`config.mk`:
```
export PLATFORM = sky130hd
export DESIGN_NAME = azr_ctrl
export DESIGN_NICKNAME = d
export VERILOG_FILES = /design/src/rtl/core/azr_pkg.sv /design/src/rtl/core/azr_ctrl.sv
export SDC_FILE = /design/constraint.sdc
export NUM_CORES = 1
export LEC_CHECK = 0
export BUFFER_PORTS_ARGS = -buffer_cell sky130_fd_sc_hd__buf_2
export CORE_MARGIN = 2
export CORE_UTILIZATION = 30
export DETAILED_ROUTE_END_ITERATION = 12
export GPL_ROUTABILITY_DRIVEN = 0
export PLACE_DENSITY = 0.48
export SLEW_MARGIN = 30
export SYNTH_ARGS = -nofsm -noshare
export SYNTH_HDL_FRONTEND = slang
export SYNTH_SLANG_ARGS = --single-unit
export TNS_END_PERCENT = 5
```
`constraint.sdc`:
```
create_clock -name clk -period 2.1 [get_ports clk]
set_input_delay 0.105 -clock clk [delete_from_list [all_inputs] [get_ports clk]]
set_output_delay 0.105 -clock clk [all_outputs]
set_load 0.005 [all_outputs]
```
`src/rtl/core/azr_pkg.sv`:
```
// Shared types, constants and tables for the azimuth root finder.
// No dependencies; azr_ctrl, azr_datapath and the top level import this package.
package azr_pkg;

  localparam int ANG_BITS      = 20;         // fraction bits of degrees inside the rotator
  localparam int CORDIC_STEPS  = 24;
  localparam int CORDIC_GAIN   = 652032874;  // 1/K in Q.30
  localparam int DEG_TO_RAD    = 18740330;   // pi/180 in Q.30

  localparam int AW   = 28;   // angles, steps and bracket ends
  localparam int CW   = 34;   // cos, sin and their products, Q.30
  localparam int VW   = 36;   // f, derivative terms
  localparam int MW   = 36;   // multiplier operand width
  localparam int PW   = 2 * MW;
  localparam int DVW  = 64;   // divider remainder
  localparam int QB   = 28;   // quotient bits of the Newton step
  localparam int CNTW = 5;

  localparam logic [1:0] ST_FOUND   = 2'd0;
  localparam logic [1:0] ST_NOSIGN  = 2'd1;
  localparam logic [1:0] ST_LIMIT   = 2'd2;

  // multiply sequence; at step k the product of step k-1 is accumulated
  localparam logic [CNTW-1:0] MS_C_C     = 5'd0;
  localparam logic [CNTW-1:0] MS_S_S     = 5'd1;
  localparam logic [CNTW-1:0] MS_C_S     = 5'd2;
  localparam logic [CNTW-1:0] MS_A0_CC   = 5'd3;
  localparam logic [CNTW-1:0] MS_A1_SS   = 5'd4;
  localparam logic [CNTW-1:0] MS_A2_CS   = 5'd5;
  localparam logic [CNTW-1:0] MS_A3_C    = 5'd6;
  localparam logic [CNTW-1:0] MS_A4_S    = 5'd7;
  localparam logic [CNTW-1:0] MS_A2_D    = 5'd8;
  localparam logic [CNTW-1:0] MS_AD_CS   = 5'd9;
  localparam logic [CNTW-1:0] MS_A4_C    = 5'd10;
  localparam logic [CNTW-1:0] MS_A3_S    = 5'd11;
  localparam logic [CNTW-1:0] MS_GAP     = 5'd12;
  localparam logic [CNTW-1:0] MS_DR_K    = 5'd13;
  localparam logic [CNTW-1:0] MS_EV_LAST = 5'd14;
  localparam logic [CNTW-1:0] MS_P       = 5'd15;
  localparam logic [CNTW-1:0] MS_Q       = 5'd16;
  localparam logic [CNTW-1:0] MS_G       = 5'd17;
  localparam logic [CNTW-1:0] MS_IT_LAST = 5'd18;

  typedef enum logic [4:0] {
    OP_NONE, OP_LOAD, OP_Z_X1, OP_Z_X2, OP_Z_RTS, OP_RED, OP_QUAD, OP_CORD,
    OP_SC_FIN, OP_MUL, OP_SAVE_FL, OP_SAVE_FH, OP_START, OP_BISECT,
    OP_DIV_INIT, OP_DIV_STEP, OP_NEWTON, OP_SIDE, OP_RES_ROOT, OP_RES_END,
    OP_RES_NOSIGN, OP_RES_LIMIT
  } azr_op_t;

  typedef enum logic [3:0] {
    S_IDLE, S_EV_LOAD, S_EV_RED, S_EV_QUAD, S_EV_CORD, S_EV_FIN, S_EV_MUL,
    S_EV_DONE, S_CHECK, S_ITER, S_DECIDE, S_DIV, S_NEWTON, S_STEP_CHK, S_DONE
  } azr_state_t;

  typedef enum logic [1:0] {T_X1, T_X2, T_MID, T_ITER} azr_tag_t;
  typedef enum logic [1:0] {K_ROOT, K_END, K_NOSIGN, K_LIMIT} azr_kind_t;

  typedef struct packed {
    azr_op_t         op;
    logic [CNTW-1:0] idx;
  } azr_cmd_t;

  typedef struct packed {
    logic red_ok;
    logic nosign;
    logic endzero;
    logic bisect;
    logic dx_done;
    logic iter_last;
  } azr_stat_t;

  // atan(2^-i) in degrees, 2^-20 units
  function automatic logic signed [31:0] atan_deg(input logic [CNTW-1:0] i);
    logic signed [31:0] v;
    case (i)
      5'd0:  v = 47185920;  5'd1:  v = 27855475;  5'd2:  v = 14718068;
      5'd3:  v = 7471121;   5'd4:  v = 3750058;   5'd5:  v = 1876857;
      5'd6:  v = 938658;    5'd7:  v = 469357;    5'd8:  v = 234682;
      5'd9:  v = 117342;    5'd10: v = 58671;     5'd11: v = 29335;
      5'd12: v = 14668;     5'd13: v = 7334;      5'd14: v = 3667;
      5'd15: v = 1833;      5'd16: v = 917;       5'd17: v = 458;
      5'd18: v = 229;       5'd19: v = 115;       5'd20: v = 57;
      5'd21: v = 29;        5'd22: v = 14;        5'd23: v = 7;
      default: v = 0;
    endcase
    return v;
  endfunction

endpackage

```
`src/rtl/core/azr_ctrl.sv`:
```
// Sequencer of the azimuth root finder: issues one datapath command per cycle.
// Depends on azr_pkg.
module azr_ctrl import azr_pkg::*; (
  input  logic      clk,
  input  logic      rst,
  input  logic      in_valid,
  output logic      in_ready,
  input  logic      out_ready,
  output logic      out_valid,
  input  azr_stat_t st,
  output azr_cmd_t  cmd
);

  azr_state_t      state, state_next;
  logic [CNTW-1:0] cnt, cnt_next;
  azr_tag_t        tag, tag_next;
  azr_kind_t       kind, kind_next;
  logic            out_free;
  logic            push;

  assign out_free = !out_valid || out_ready;

  always_ff @(posedge clk) begin
    if (rst) begin
      state     <= S_IDLE;
      cnt       <= '0;
      tag       <= T_X1;
      kind      <= K_ROOT;
      out_valid <= 1'b0;
    end else begin
      state <= state_next;
      cnt   <= cnt_next;
      tag   <= tag_next;
      kind  <= kind_next;
      if (push) begin
        out_valid <= 1'b1;
      end else if (out_ready) begin
        out_valid <= 1'b0;
      end
    end
  end

  always_comb begin
    state_next = state;
    cnt_next   = cnt;
    tag_next   = tag;
    kind_next  = kind;
    unique case (state)
      S_IDLE: begin
        if (in_valid) begin
          state_next = S_EV_LOAD;
          tag_next   = T_X1;
        end
      end
      S_EV_LOAD: state_next = S_EV_RED;
      S_EV_RED: begin
        if (st.red_ok) begin
          state_next = S_EV_QUAD;
        end
      end
      S_EV_QUAD: begin
        cnt_next   = '0;
        state_next = S_EV_CORD;
      end
      S_EV_CORD: begin
        cnt_next = cnt + 1'b1;
        if (cnt == CNTW'(CORDIC_STEPS - 1)) begin
          state_next = S_EV_FIN;
        end
      end
      S_EV_FIN: begin
        cnt_next   = MS_C_C;
        state_next = S_EV_MUL;
      end
      S_EV_MUL: begin
        cnt_next = cnt + 1'b1;
        if (cnt == MS_EV_LAST) begin
          state_next = S_EV_DONE;
        end
      end
      S_EV_DONE: begin
        unique case (tag)
          T_X1: begin
            tag_next   = T_X2;
            state_next = S_EV_LOAD;
          end
          T_X2: state_next = S_CHECK;
          T_MID: begin
            cnt_next   = MS_P;
            state_next = S_ITER;
          end
          T_ITER: begin
            if (st.iter_last) begin
              kind_next  = K_LIMIT;
              state_next = S_DONE;
            end else begin
              cnt_next   = MS_P;
              state_next = S_ITER;
            end
          end
          default: state_next = S_IDLE;
        endcase
      end
      S_CHECK: begin
        if (st.nosign) begin
          kind_next  = K_NOSIGN;
          state_next = S_DONE;
        end else if (st.endzero) begin
          kind_next  = K_END;
          state_next = S_DONE;
        end else begin
          tag_next   = T_MID;
          state_next = S_EV_LOAD;
        end
      end
      S_ITER: begin
        cnt_next = cnt + 1'b1;
        if (cnt == MS_IT_LAST) begin
          state_next = S_DECIDE;
        end
      end
      S_DECIDE: begin
        if (st.bisect) begin
          state_next = S_STEP_CHK;
        end else begin
          cnt_next   = CNTW'(QB - 1);
          state_next = S_DIV;
        end
      end
      S_DIV: begin
        cnt_next = cnt - 1'b1;
        if (cnt == '0) begin
          state_next = S_NEWTON;
        end
      end
      S_NEWTON: state_next = S_STEP_CHK;
      S_STEP_CHK: begin
        if (st.dx_done) begin
          kind_next  = K_ROOT;
          state_next = S_DONE;
        end else begin
          tag_next   = T_ITER;
          state_next = S_EV_LOAD;
        end
      end
      S_DONE: begin
        if (out_free) begin
          state_next = S_IDLE;
        end
      end
      default: state_next = S_IDLE;
    endcase
  end

  always_comb begin
    cmd.op   = OP_NONE;
    cmd.idx  = cnt;
    in_ready = 1'b0;
    push     = 1'b0;
    unique case (state)
      S_IDLE: begin
        in_ready = 1'b1;
        if (in_valid) begin
          cmd.op = OP_LOAD;
        end
      end
      S_EV_LOAD: begin
        unique case (tag)
          T_X1:    cmd.op = OP_Z_X1;
          T_X2:    cmd.op = OP_Z_X2;
          default: cmd.op = OP_Z_RTS;
        endcase
      end
      S_EV_RED:  cmd.op = OP_RED;
      S_EV_QUAD: cmd.op = OP_QUAD;
      S_EV_CORD: cmd.op = OP_CORD;
      S_EV_FIN:  cmd.op = OP_SC_FIN;
      S_EV_MUL:  cmd.op = OP_MUL;
      S_EV_DONE: begin
        unique case (tag)
          T_X1:    cmd.op = OP_SAVE_FL;
          T_X2:    cmd.op = OP_SAVE_FH;
          T_ITER:  cmd.op = OP_SIDE;
          default: cmd.op = OP_NONE;
        endcase
      end
      S_CHECK: begin
        if (!st.nosign && !st.endzero) begin
          cmd.op = OP_START;
        end
      end
      S_ITER:     cmd.op = OP_MUL;
      S_DECIDE:   cmd.op = st.bisect ? OP_BISECT : OP_DIV_INIT;
      S_DIV:      cmd.op = OP_DIV_STEP;
      S_NEWTON:   cmd.op = OP_NEWTON;
      S_STEP_CHK: cmd.op = OP_NONE;
      S_DONE: begin
        if (out_free) begin
          push = 1'b1;
          unique case (kind)
            K_ROOT:   cmd.op = OP_RES_ROOT;
            K_END:    cmd.op = OP_RES_END;
            K_NOSIGN: cmd.op = OP_RES_NOSIGN;
            default:  cmd.op = OP_RES_LIMIT;
          endcase
        end
      end
      default: cmd.op = OP_NONE;
    endcase
  end

endmodule

```
==> out/summary.txt <==
run status = finished clean
crit path launch type = flop
worst hold path class = in2reg
Stages on worst setup path = 6
CTS tree = done
PortBufs = 21
final hold vios = 0
Post-synth EDFFs = 0
DRC violations left = 0
Antenna diodes = 0
Final Util = 0.404
Crit Path Category = reg2out
clock buffers created by TritonCTS = 3
most common cell after layout, fill and taps aside = buf_2
area grow syn2layout = 27.1%
synthesized area = 1410 um^2
worst-path maximum fanout = 25
Root Buffer = clkbuf_8
WP buf/inv = 2
synth unique cells = 53
Yosys reg bits = 14
Clock Latency Late Sink = 0.25 ns
via count = 1605
die area = 5280 um^2
CP max stage delay = 0.54 ns
crit path capture type = primary output
core box area = 4440 um^2
Max Slew Vio Count = 0
Clock Skew = 0.00314 ns
initial antenna violation count = 0
Post-Route WL = 4470 um
static leakage = 0.707 nW
cells on worst reg2reg path = 7
chip height = 72.7 um
Async SR Flop Fraction = 0
Initial Util = 0.318
synth top area cells = dfxtp_1, a21oi_1, o21ai_0, nor2_1, nor2b_1
post-synth top area share = 0.198
M1 GR Usage = 0.254
hold path cells = 3
RSZ-0062 raised after global routing = no
DP Wirelength = 3230 um
Max-Cap Viols = 0
DR WL/cell = 15.7 um
final setup TNS = 0 ns
met2 GRT Util = 0.274
CP Data Arrival Time = 1.92 ns
gr usage total = 0.180
pwr dens = 902 nW/um^2
Post-DRT Antenna Nets = 0
post-synthesis sequential area ratio = 0.198
gr ovfl total = 0
DRT Pass-1 Iters = 4
largest net degree at the start of global routing = 26
Highest Clock Rate = 0.494 GHz
syn nets = 213
Top FF cell, synth = dfxtp_1
grt met3 use = 0.0290
cell taking the most area after synthesis = dfxtp_1
worst slew pin tran = 0.493 ns
minimum clock period = 2.02 ns
first-pass GRT wire length = 7360 um
fin crit share = 0.964
filler instances = 479
Starting DRT DRC Count = 134
Yosys warnings = 0
most frequent cells in the layout = buf_2, buf_4, nor2_1, a21oi_1, o21ai_0
share of cells above drive strength 1 = 0.275
Avg Vias per Cell = 5.63
vias in the first global route = 1447
clock transition at the registers of the reported paths = 0.06 ns
row count = 24
Sink Count = 14
delay-heaviest family, CP = simple AND/OR/NAND/NOR gates
die width = 72.7 um
worst ir drop on vdd = 0.000303 V
IO Pins = 22
Crit path required time = 2.00 ns
GRT Max-Usage Layer = met2
crit-path cells = buf_12 -> or4b_4 -> nor3_4 -> a221oi_1 -> o21ai_0 -> buf_2
CP max-delay cell = or4b_4
Final Setup Violations = 0
Slew Limit Headroom = 0.668
Synth Area per Inst = 7.03 um^2
Post-Syn Instances = 201
worst-case clock buffer depth = 2
H-Tree Level Count = 1
Final #Nets = 246
==> worst reg2reg max path: stages, from the launching register on <==
cell,delay [ns]
dfxtp_2,0.37
buf_12,0.17
or4b_4,0.54
nor3_4,0.27
buf_4,0.17
a21oi_1,0.04
a21oi_1,0.18
mux2_2,0.17
==> stage by stage <==
stage	power, W	instance area, um^2	setup slack (ns)	hold slack, ns	cells
4_1_cts	0.00155	1750	0.0759	0.151	281
3_3_place_gp	0.00127	1680	-0.0288	0.420	276
2_1_floorplan	0.000956	1410	0.159	0.250	201
6_report	0.00162	1800	0.0764	0.159	285
5_1_grt	0.00175	1800	0.00435	0.186	285
3_5_place_dp	0.00126	1680	0.0288	0.415	276
==> per-layer routing <==
| metal | wire, um | up-vias | part of all wire |
|---|---|---|---|
| met5 | 0 | - | 0 |
| met4 | 82 | 0 | 0.018 |
| met3 | 201 | 8 | 0.045 |
| met2 | 2010 | 45 | 0.45 |
| met1 | 2180 | 738 | 0.49 |
| li1 | - | 814 | - |
==> cell type report <==
| class | count | area (um^2) | share of cell area |
|---|---|---|---|
| Timing Repair Buffer | 45 | 327 | 0.182 |
| Clock buffer | 4 | 55.1 | 0.0306 |
| Sequential cell | 14 | 283 | 0.157 |
| Multi-Input combinational cell | 167 | 1060 | 0.588 |
| Inverter | 3 | 11.3 | 0.00627 |
| Tap cell | 52 | 65.1 | 0.0362 |
==> logic make-up (layout without fill, tap and decap cells) <==
logic type                 after synthesis  after routing  synth area share
xor gates and xnor gates                 3              3            0.0186
adders and majority gates                2              2            0.0177
AOI/OAI and AO/OA                       72             72             0.338
buffers and inverters                   20             52            0.0646
and+or+nand+nor                         85             85             0.325
DFF                                     14             14             0.198
muxes                                    5              5            0.0381
==> path summary, 6_finish.rpt <==
kind / to / from / slack, ns
max: cmd[7] / state[2] / 0.08
min: kind[1] / st[4] / 0.16
max reg2reg: state[0] / state[2] / 0.13
min reg2reg: out_valid / out_valid / 0.52
==> sequential cells by signal, summed over array words and instances (netlist names) <==
signal / count
tag: 2
out_valid: 1
cnt: 5
state: 4
kind: 2
==> power by group <==
group / switching, W / leakage, nW / internal, W
clock: 0.000107 / 0.0288 / 0.000166
combinational: 0.000505 / 0.564 / 0.000477
sequential: 0.0000579 / 0.114 / 0.000308
total: 0.000669 / 0.707 / 0.000952
==> Yosys cell counts (2+ instances only) <==
| master | count |
|---|---|
| a21o_1 | 2 |
| dfxtp_1 | 14 |
| a211oi_1 | 4 |
| inv_1 | 3 |
| or3_1 | 5 |
| nor2b_1 | 12 |
| o22ai_1 | 2 |
| a211o_1 | 2 |
| buf_2 | 9 |
| nor3b_1 | 2 |
| xnor2_1 | 3 |
| nand4b_1 | 2 |
| nand3_1 | 7 |
| a31oi_1 | 4 |
| nand2_1 | 16 |
| a21oi_1 | 19 |
| nor2_1 | 20 |
| mux2i_1 | 2 |
| o211ai_1 | 2 |
| clkbuf_1 | 6 |
| o21ai_0 | 17 |
| or2_2 | 3 |
| nor3_1 | 3 |
| a221oi_1 | 3 |
| ha_1 | 2 |
| a21boi_0 | 3 |
| mux2_2 | 3 |
| nand2b_1 | 6 |
==> repair_timing <==
action | in CTS | in global routing
setup endpoints to repair | 3 | 2
resized for setup | 3 | 4
pin swaps | 1 | 1
hold buffers | 0 | 0
buffers inserted | 1 | 4
No activity file was read; power rests on OpenSTA's default activity.
